### src/hw/rtl/assert_macros.svh
// Assertion macros used by the top-level RTL file
`ifndef ASSERT_MACROS_SVH
`define ASSERT_MACROS_SVH
`ifndef SYNTH
// Check that an antecedent implies a consequence in the same cycle
`define ASSERT_IMPL(label, clk, rst_n, ante, cons) \
    label: assert property (@(posedge clk) disable iff (!rst_n) (ante) |-> (cons)) \
        else $error("assertion failed");
// Check that an antecedent implies a consequence in the next cycle
`define ASSERT_NEXT(label, clk, rst_n, ante, cons) \
    label: assert property (@(posedge clk) disable iff (!rst_n) (ante) |=> (cons)) \
        else $error("assertion failed");
`else
`define ASSERT_IMPL(label, clk, rst_n, ante, cons)
`define ASSERT_NEXT(label, clk, rst_n, ante, cons)
`endif
`endif

### src/hw/rtl/trlt_ram.sv
// Generic single-port-write, single-port-read RAM with registered read
module trlt_ram #(
    parameter int WIDTH = 8,
    parameter int DEPTH = 16
) (
    input  logic                     clk,
    input  logic                     we,
    input  logic [$clog2(DEPTH)-1:0] waddr,
    input  logic [WIDTH-1:0]         wdata,
    input  logic [$clog2(DEPTH)-1:0] raddr,
    output logic [WIDTH-1:0]         rdata
);
    logic [WIDTH-1:0] mem [DEPTH];

    always_ff @(posedge clk)
    begin
        if (we)
        begin
            mem[waddr] <= wdata;
        end
        rdata <= mem[raddr];
    end
endmodule

### config.mk
export PLATFORM = sky130hd
export DESIGN_NAME = trlt_ram
export DESIGN_NICKNAME = d
export VERILOG_FILES = /design/src/hw/rtl/assert_macros.svh /design/src/hw/rtl/trlt_ram.sv
export SDC_FILE = /design/constraint.sdc
export NUM_CORES = 1
export LEC_CHECK = 0
export ABC_AREA = 1
export BUFFER_PORTS_ARGS = -buffer_cell sky130_fd_sc_hd__buf_2
export CAP_MARGIN = 20
export CORE_ASPECT_RATIO = 0.7
export CORE_MARGIN = 2
export CORE_UTILIZATION = 45
export DETAILED_ROUTE_END_ITERATION = 10
export PLACE_DENSITY = 0.57
export SETUP_SLACK_MARGIN = 0.05
export SLEW_MARGIN = 20
export SYNTH_ARGS = -nofsm -noshare
export SYNTH_HDL_FRONTEND = slang
export SYNTH_SLANG_ARGS = --single-unit
### constraint.sdc
create_clock -name clk -period 3.2 [get_ports clk]
set_input_delay 0.8 -clock clk [delete_from_list [all_inputs] [get_ports clk]]
set_output_delay 0.8 -clock clk [all_outputs]
set_load 0.02 [all_outputs]
---- After elaboration in Yosys (flattened, before gate mapping) ----
Memories as Yosys holds them, arrays and structs flattened. A register that Yosys moved wholly into a read port is not among the register bits.
Cells that the tools add are included.
word-level totals
  register bits ........................... 0
  bits in writable memories ............... 128
  bits of input ports ..................... 18
  word-level logic and storage cells ...... 3
  memories kept ........................... 1
memory list
  name  depth  bits a word  read ports  clocked after Yosys merged registers in  write ports  RTL line        text
  mem   16     8            1           1                                        1            trlt_ram.sv:13  logic [WIDTH-1:0] mem [DEPTH];
operators by class
  muxes and demuxes ....................... 2
operators with widths
  operator          number
  1-bit 2-to-1 mux  2

---- Depth between registers and ports, before layout ----
  depth in word-level cells ............... 2
  gate-level depth with buffers ........... 8
  depth with buffers taken out ............ 7

---- Least setup slack after synthesis ----
OpenSTA, ideal clock, no wires.
  kind .................................... input-to-reg
  start ................................... in waddr[2]
  end ..................................... mem mem[10][0] (enable)
  library setup time ...................... 370 ps
  arrival time ............................ 1381 ps
  required time ........................... 2830 ps
  slack ................................... 1449 ps
  cell stages on the path ................. 2
  cells stage by stage .................... nand3b_1 -> nor2_1
RTL lines
  element          RTL line        text
  start, declared  trlt_ram.sv:8   input logic [$clog2(DEPTH)-1:0] waddr,
  end, declared    trlt_ram.sv:13
No word-level cell before the write port.

==> tab_implementation.tex <==
\begin{tabular}{lr}
\hline
Metric & Value \\
\hline
\multicolumn{2}{l}{\textbf{Clocking}} \\
CTS Hold Bufs & 0 \\
Max H-tree Level & 4 \\
TritonCTS clock tree & built \\
Clock edge transition at the registers on the reported setup and hold paths & 0.06 ns \\
Number of post-CTS setup repair buffers & 0 \\
Clock insertion delay at the later pin of the skew report & 0.41 ns \\
Number of sinks on the clock net & 136 \\
Clock root cell & clkbuf\_16 \\
Number of buffers inserted during clock tree synthesis & 17 \\
Resized cells post-CTS & 0 \\
Worst-case clock buffer depth & 2 \\
\multicolumn{2}{l}{\textbf{GRT}} \\
Pin count of the biggest net entering global routing & 65 \\
Number of antenna violations at the first check in global routing & 0 \\
Wire length of the first global-routing pass & 20300 um \\
Top Usage Layer GRT & met2 \\
Met2 usage & 30.7\% \\
Total overflow reported by the global router & 0 \\
GRT met3 Usage & 3.64\% \\
Number of global-route vias before repair & 3679 \\
Global Route met1 Usage & 28.5\% \\
Total GRT Usage & 19.9\% \\
\multicolumn{2}{l}{\textbf{Floorplanning}} \\
Die boundary height & 98.7 um \\
Core area & 0.0125 mm2 \\
Total Die Area & 0.0138 mm2 \\
Row count & 34 \\
I/O Pins & 26 \\
Initial Util & 46.3\% \\
Die boundary width & 139 um \\
\multicolumn{2}{l}{\textbf{Layout}} \\
Share of layout cells above drive strength 1 & 9.86\% \\
Area of the multi-input gates & 0.00121 mm2 \\
Layout overhead on the synthesized area & 13.8\% \\
Fin nets & 593 \\
Register area & 0.00400 mm2 \\
Filler Cell Count & 1153 \\
Non-filler instance count after layout & 751 \\
Total non-filler cell area in the finished layout & 0.00656 mm2 \\
\multicolumn{2}{l}{\textbf{STA}} \\
Measured slew at the worst slew-check pin & 0.815 ns \\
Max-slew violation total from the final report & 0 \\
Final-layout worst hold slack & 0.649 ns \\
Setup repair after global routing missed its margin & no \\
Setup tns final & 0 ns \\
Final critical delay including setup and external delays & 1.93 ns \\
Final hold viol count & 0 \\
Final WS setup & 1.27 ns \\
Slew Limit Headroom & 45.4\% \\
Final critical-path share of the clock period & 60.2\% \\
Achievable Freq & 519 MHz \\
Final setup violation count & 0 \\
Clock Skew & 0.00565 ns \\
\multicolumn{2}{l}{\textbf{Setup path}} \\
Launching instance or port of the critical path & raddr[0] \\
Maximum net fanout on the critical path & 42 \\
Critical path required time & 3.50 ns \\
Classification of the worst setup path & in2reg \\
Worst R2R Setup Slack & 2.12 ns \\
Arrival time reported for the critical path endpoint & 2.22 ns \\
Kind of launch point of the worst setup path & primary input \\
Source of the worst register-to-register timing path & mem[7][4] \\
Critical path endpoint category & register \\
\multicolumn{2}{l}{\textbf{Placement}} \\
Post-placement setup slack & 0.863 ns \\
Number of placed cells counting well taps & 718 \\
Quantity of I/O buffers inserted on ports & 25 \\
DPL Wire Length & 8090 um \\
Gpl congestion & 0.793 \\
Placement Cell Area & 0.00596 mm2 \\
\multicolumn{2}{l}{\textbf{Drt}} \\
Detailed-route via count & 3766 \\
Number of DRC violations after detailed routing & 0 \\
Total routed wirelength & 12800 um \\
Number of detailed-route iterations in the first pass & 4 \\
DR WL/cell & 17.0 um \\
Average vias per placed instance & 5.01 \\
Number of nets still failing antenna checks after routing & 0 \\
Count of routing violations after the opening detailed-route iteration & 360 \\
\multicolumn{2}{l}{\textbf{Run status}} \\
Result of the run & completed \\
\multicolumn{2}{l}{\textbf{Hold path}} \\
Worst Hold Class & reg2reg \\
Origin of the worst min-delay path & mem[10][3] \\
\multicolumn{2}{l}{\textbf{Pwr}} \\
Switching power & 0.885 mW \\
Leakage Power & 2.82 nW \\
Clock power frac & 46.7\% \\
Cell-internal power & 3.34 mW \\
Combinational share of power & 5.8\% \\
Relative contribution of sequential cells to total power & 47.5\% \\
P per Cell Area & 643 mW/mm2 \\
Worst supply voltage drop on vdd & 0.000432 V \\
Net switching fraction of the power & 21.0\% \\
\multicolumn{2}{l}{\textbf{Yosys}} \\
Register area share after synthesis & 69.4\% \\
Area leader, netlist & edfxtp\_1 \\
Flop and latch count out of synthesis & 136 \\
Leading post-synthesis cells by cell area & edfxtp\_1 67\%, nand2\_1 11\%, nand3\_1 8.4\%, inv\_1 6.5\%, dfxtp\_1 2.8\% \\
Most repeated cell in the gate-level netlist after synthesis & nand2\_1 \\
Count of different cell masters after synthesis & 12 \\
Synthesized instance count & 551 \\
Net Count, Synth & 569 \\
Yosys warnings & 0 \\
Post-synth top flop & edfxtp\_1 \\
Syn avg cell area & 10.5 um2 \\
Top cells by instance count after synthesis & 173 x nand2\_1, 128 x edfxtp\_1, 100 x inv\_1, 97 x nand3\_1, 17 x nor2\_1 \\
Netlist area before placement & 0.00577 mm2 \\
Count of flip-flops with a built-in enable after synthesis & 128 \\
Top-area cell type share of the netlist area & 66.7\% \\
FFs w/ async S/R, synth & 0\% \\
\multicolumn{2}{l}{\textbf{Flow run}} \\
MaxCap Viol Count & 0 \\
\hline
\end{tabular}
cell families after synthesis:
family	after synthesis	share of synthesized area [%]
simple gates	289	21.0
flops	136	69.4
buf+inv	126	9.52
stage by stage:
step / util (%) / power [mW]
6_report: 52.6 / 4.22
3_3_place_gp: 47.8 / 2.29
5_1_grt: 52.6 / 4.36
4_1_cts: 52.6 / 4.25
3_5_place_dp: 47.8 / 2.29
2_1_floorplan: - / 2.19
cell usage in the layout (no fill, tap or decap):
cell type   netlist  final
buf_2            13     25
buf_4             4      4
bufinv_16         0      3
clkbuf_1          0      3
clkbuf_16         0     17
clkbuf_8          0      3
clkinv_1          0      2
clkinv_2          0      2
clkinvlp_4        0      2
dfxtp_1           8      8
diode_2           0      1
edfxtp_1        128    128
inv_1           100    100
inv_2             2      2
nand2_1         173    173
nand3_1          97     97
nand3b_1          2      2
nor2_1           17     17
sequential cells by signal, indices dropped and copies added (netlist names):
| name | cells |
|---|---|
| rdata | 8 |
| mem | 128 |
worst max-delay path, stage by stage:
cell and delay, ns:
buf_2 0.11, inv_2 0.54, buf_4 0.31, nand2_1 0.11, nand3_1 0.08, nand3_1 0.10, nand3_1 0.10, nand2_1 0.05
layer usage:
layer	vias up	wire, um
met5	-	0
met4	0	133
met3	13	646
met2	93	5870
met1	1838	6140
li1	1822	-
final timing paths:
kind,cells after the start,endpoint
worst max-delay path,8,rdata[7]
worst min-delay path,6,rdata[3]
worst max register to register,6,rdata[4]
worst min register to register,6,rdata[3]
power by group through the flow:
stage | logic (mW) | registers (mW) | clock network (mW)
CTS | 0.249 | 2.00 | 2.00
floorplan | 0.140 | 2.05 | 0
global route | 0.276 | 2.01 | 2.07
global placement | 0.247 | 2.04 | 0
finish | 0.247 | 2.00 | 1.97
detailed placement | 0.248 | 2.04 | 0
final cells by class:
cell class              instances  area share [%]
flip-flops and latches        136            61.0
multi-input cells             289            18.5
clock buffers                  23            7.28
inverters                     102            5.84
well taps                     162            3.09
repair buffers                 29            2.36
clock inverters                 9            1.87
diodes                          1          0.0381
No activity file was read; power rests on OpenSTA's default activity.
